**src/sv/framebuffer_beat_server_macros.svh**
```systemverilog
// assertion macros for the rtl, included by fbs_datapath
`ifndef FRAMEBUFFER_BEAT_SERVER_MACROS_SVH
`define FRAMEBUFFER_BEAT_SERVER_MACROS_SVH

`ifndef SYNTH
`define FBS_ASSERT_IMPLY(label, clk, rst_n, ante, cons) \
	label: assert property (@(posedge clk) disable iff (!rst_n) (ante) |-> (cons)) \
		else $error("fbs same-cycle check failed");
`define FBS_ASSERT_NEXT(label, clk, rst_n, ante, cons) \
	label: assert property (@(posedge clk) disable iff (!rst_n) (ante) |=> (cons)) \
		else $error("fbs next-cycle check failed");
`else
`define FBS_ASSERT_IMPLY(label, clk, rst_n, ante, cons)
`define FBS_ASSERT_NEXT(label, clk, rst_n, ante, cons)
`endif

`endif

```
**src/sv/fbs_pkg.sv**
```systemverilog
package fbs_pkg;

	localparam int unsigned STORE_BYTES = 262144;
	localparam int unsigned ADDR_W      = 24;
	localparam int unsigned CNT_W       = 32;
	localparam int unsigned DATA_W      = 16;

	// the store is split in an even-byte bank and an odd-byte bank
	localparam int unsigned EVEN_ROWS = (STORE_BYTES + 1) / 2;
	localparam int unsigned ODD_ROWS  = STORE_BYTES / 2;
	localparam int unsigned ROW_W     = (EVEN_ROWS > 1) ? $clog2(EVEN_ROWS) : 1;

	typedef enum logic [1:0] {
		OP_NOP   = 2'd0,
		OP_FETCH = 2'd1,
		OP_SET   = 2'd2,
		OP_DRAW  = 2'd3
	} opcode_t;

	typedef struct packed {
		logic clear;   // clearing pass writes one row
		logic ready;   // beat channel may take an item
		logic take;    // item accepted, issue bank reads
		logic commit;  // update state, load result register
	} fbs_cmd_t;

	typedef struct packed {
		logic clear_last;  // last row of the clearing pass
		logic out_free;    // result register can be loaded
	} fbs_sts_t;

	// both addr and addr+1 inside the store
	function automatic logic pair_ok(input logic [ADDR_W-1:0] addr);
		pair_ok = ((ADDR_W + 1)'(addr) + (ADDR_W + 1)'(1)) < (ADDR_W + 1)'(STORE_BYTES);
	endfunction

endpackage

```
**src/sv/fbs_ctrl.sv**
```systemverilog
module fbs_ctrl (
	input  logic             clk,
	input  logic             arst_n,
	input  logic             beat_valid,
	input  fbs_pkg::fbs_sts_t sts,
	output fbs_pkg::fbs_cmd_t cmd
);
	import fbs_pkg::*;

	typedef enum logic [1:0] {
		ST_CLEAR,
		ST_IDLE,
		ST_EXEC
	} state_t;

	state_t state_q;

	always_ff @(posedge clk or negedge arst_n) begin
		if (!arst_n) begin
			state_q <= ST_CLEAR;
		end else begin
			case (state_q)
				ST_CLEAR: begin
					if (sts.clear_last) state_q <= ST_IDLE;
				end
				ST_IDLE: begin
					if (beat_valid) state_q <= ST_EXEC;
				end
				ST_EXEC: begin
					if (sts.out_free) state_q <= ST_IDLE;
				end
				default: begin
					state_q <= ST_CLEAR;
				end
			endcase
		end
	end

	always_comb begin
		cmd.clear  = (state_q == ST_CLEAR);
		cmd.ready  = (state_q == ST_IDLE);
		cmd.take   = (state_q == ST_IDLE) && beat_valid;
		cmd.commit = (state_q == ST_EXEC) && sts.out_free;
	end

endmodule

```
**config.mk**
```make
export PLATFORM = sky130hd
export DESIGN_NAME = fbs_ctrl
export DESIGN_NICKNAME = d
export VERILOG_FILES = /design/src/sv/framebuffer_beat_server_macros.svh /design/src/sv/fbs_pkg.sv /design/src/sv/fbs_ctrl.sv
export SDC_FILE = /design/constraint.sdc
export NUM_CORES = 1
export LEC_CHECK = 0
export BUFFER_PORTS_ARGS = -buffer_cell sky130_fd_sc_hd__buf_4
export CAP_MARGIN = 20
export CORE_AREA = 2 2 39 41
export CTS_BUF_LIST = sky130_fd_sc_hd__clkbuf_4
export CTS_CLUSTER_SIZE = 24
export DETAILED_ROUTE_END_ITERATION = 8
export DIE_AREA = 0 0 41 43
export PLACE_DENSITY_LB_ADDON = 0.12
export SLEW_MARGIN = 30
export SYNTH_ARGS = -nofsm -noshare
export SYNTH_HDL_FRONTEND = slang
export SYNTH_SLANG_ARGS = --single-unit
```
**constraint.sdc**
```tcl
create_clock -name clk -period 1 [get_ports clk]
set_input_delay 0.05 -clock clk [delete_from_list [all_inputs] [get_ports clk]]
set_output_delay 0.05 -clock clk [all_outputs]
set_load 0.02 [all_outputs]
```
==> impl_results.md <==
* Max Cap Violations at 0
* Syn nets at 17
* Post-Syn Area per Cell at approximately 9.6 um^2
* GRT met3 Usage at between 5 and 6%
* Failing checks: setup timing
* HP Class: in -> reg
* Worst-Margin Slew at 0.125 ns
* Post-synth EDFFs at 0
* Critical R2R Capture: state_q[1]$_DFFE_PN0P_
* Unrepaired setup endpoints after global routing: true
* Hold EP: state_q[0]$_DFFE_PN0P_
* Row count at 14
* Cell accounting for the most synthesized area: dfrtp_1
* Synth top cells by count: dfrtp_1, nor2_1
* Routed WL at between 300 and 400 um
* Buffers & Inverters on Critical Path at 2
* Filler Cell Count at about 160
* Reg clk slew, reported paths at around 0.03 ns
* Mapped Cells at 12
* Initial Utilization at 8.32%
* Met1 usage at 4.82%
* First-pass iteration count of the detailed router at 3
* Top cells by area, synth: dfrtp_1, mux2i_1, and2b_2
* Peak VDD IR at between 0.0008 and 0.0009 V
* Die outline height at roughly 43 um
* Largest registers: state_q: 2 flops
* CP max stage cell: dfrtp_1
* Gpl congestion at 0.622
* Setup violators final at 3
* Leading cell type in the layout, fill and taps excluded: buf_4
* Critical path type: reg -> out
* Hold depth at 3
* Relative slew margins at 91.4%
* Die Width at just over 40 um
* Most flop-heavy register: state_q
* Outcome: complete, but fails checks
* Syn Std Cell Area at 115 um^2
* CTS sink cnt at 2
* Layout Cells excl Fill at 41
* Synth top area share at 43.5%
* Initial antenna violation count at 0
* PortBufs at 8
* Placed instance area at around 200 um^2
* All-layer global routing usage at 5.72%
* Sum Neg Setup Slack at -0.151 ns
* Final Critical Period at 1.05 ns
* Total core area at around 0.0014 mm^2
* Final instance area at between 200 and 300 um^2
* Remaining DRCs at 0
* R2R depth at 2
* Most frequent cells in the layout: buf_4, clkbuf_4, buf_6
* GRT overflow at 0
* CTS Buf Count at 3
* Layout cells sized above 1 at 64.0%
* Clock Latency Late Sink at between 0.2 and 0.25 ns
* IO Pins at 9
* Worst Path Arrival at 1.00 ns
* Worst Path Required at 0.95 ns
* Gr busiest metal: met2
* Global-route wire length before repair at approximately 600 um
* Worst-case clock buffer depth at 2
* Type of origin of the critical path: register
* DRT iter0 DRCs at 8
* RR Startpoint: state_q[0]$_DFFE_PN0P_
* Clk_skew at 0.00292 ns
* Crit path capture type: output pin
* Vias/cell at approximately 3.3
* Post-route ant nets at 0
* LEAKAGE at about 0.00012 uW
* Highest clock rate at ~950 MHz
* Post-CTS Setup Bufs at 0
* Ant. Diodes at 0
* Seq/Total Area, Yosys at a little over two fifths
* Post-Route Utilization at 18.2%
* CTS tree: built
* Placed Cells incl. Taps at 37
* Worst-path fanout max at 5
* Pre-CTS setup slack at a little under 0.02 ns
* Fin. Hold Viols at 0
* Largest net degree at the start of global routing at 7
* Area grow syn2layout at 118%
* Drt wl/cell at between 8 and 9 um
* Vias in the first global route at 160
* # H-tree levels at 1
* PnR worst setup slack at -0.0544 ns
* Yosys reg bits at 2
* Root Buffer: clkbuf_4
* Dominant synthesized flop cell: dfrtp_1
* Slew Viols, Final at 0
* Final net count at 32
* Critical path, cell by cell: buf_4 > nor2_2 > buf_6
* Syn. warnings at 0
* Post-synth ARST share at between 90% and 100%
* Power per cell area at just over 3000 mW/mm^2
* Vias at approximately 140
* Estimated wirelength of the detail-placed design at between 200 and 300 um
* Critical path's top delay family: flip-flops
* Count of different cell masters after synthesis at 10
* Max FFs per register at 2
* Total Die Area at ~0.0018 mm^2
* M2 GR Usage at about 7%
* Period utilisation layout at 105%
* Hold_sp: beat_valid
* Register-to-Register Setup Slack at around 0.030 ns
* Critical path's largest stage delay at 0.41 ns
==> worst max-delay path by stage <==
stage	startpoint	to	cells past startpoint
after floorplan	state_q[1]$_DFFE_PN0P_	state_q[1]$_DFFE_PN0P_	2
after global placement	state_q[1]$_DFFE_PN0P_	state_q[1]$_DFFE_PN0P_	2
after detailed placement	state_q[0]$_DFFE_PN0P_	state_q[1]$_DFFE_PN0P_	2
after CTS	state_q[0]$_DFFE_PN0P_	cmd[1]	2
after global routing	state_q[1]$_DFFE_PN0P_	cmd[3]	3
final	state_q[1]$_DFFE_PN0P_	cmd[3]	3
==> per-stage QoR <==
step | hold slack, ns | total power (uW)
after floorplan | -0.246 | 362
after global placement | -0.165 | 543
after detailed placement | -0.164 | 536
after CTS | 0.0923 | 768
after global routing | 0.111 | 841
final | 0.0902 | 772
==> cell families (layout without fill, tap and decap cells) <==
logic type             count (synthesis)  in the layout  share of synthesized area [%]
AOI/OAI and AO/OA                      1              1                           7.61
buffers and inverters                  1             14                           3.26
and+or+nand+nor                        7              7                           37.0
DFF                                    2              2                           43.5
muxes                                  1              1                           8.70
==> repair_timing <==
item | in CTS | in global routing
setup endpoints to repair | 3 | 5
pin swaps | 2 | 2
resized for setup | 3 | 2
hold endpoints to repair | 2 | 0
hold buffers | 1 | 0
==> worst register-to-register path: cells and delay by family, from the launching register on <==
family | cells | cell delay, ns
flip-flops | 1 | 0.43
AND/OR/NAND/NOR | 2 | 0.43
==> routing by layer <==
metal / share of wire [%] / vias up
li1: - / 67
met1: 42 / 59
met2: 44 / 10
met3: 14 / 0
met4: 0 / 0
met5: 0 / -
==> cell type report <==
type                            count  area (um^2)  share of cell area (%)
Multi-Input combinational cell      9         65.1                    25.9
Timing Repair Buffer               10         88.8                    35.3
Clock buffer                        3         22.5                    8.96
Inverter                            1         3.75                    1.49
Sequential cell                     2         51.3                    20.4
Tap cell                           16         20.0                    7.96
==> where the power goes <==
part | internal (uW) | leakage [uW] | switching [uW]
Clock | 132 | 0.0000138 | 43.8
Sequential | 124 | 0.0000241 | 53.6
Combinational | 235 | 0.0000834 | 184
Total | 490 | 0.000121 | 282
Power figures use the tool's default switching activity.
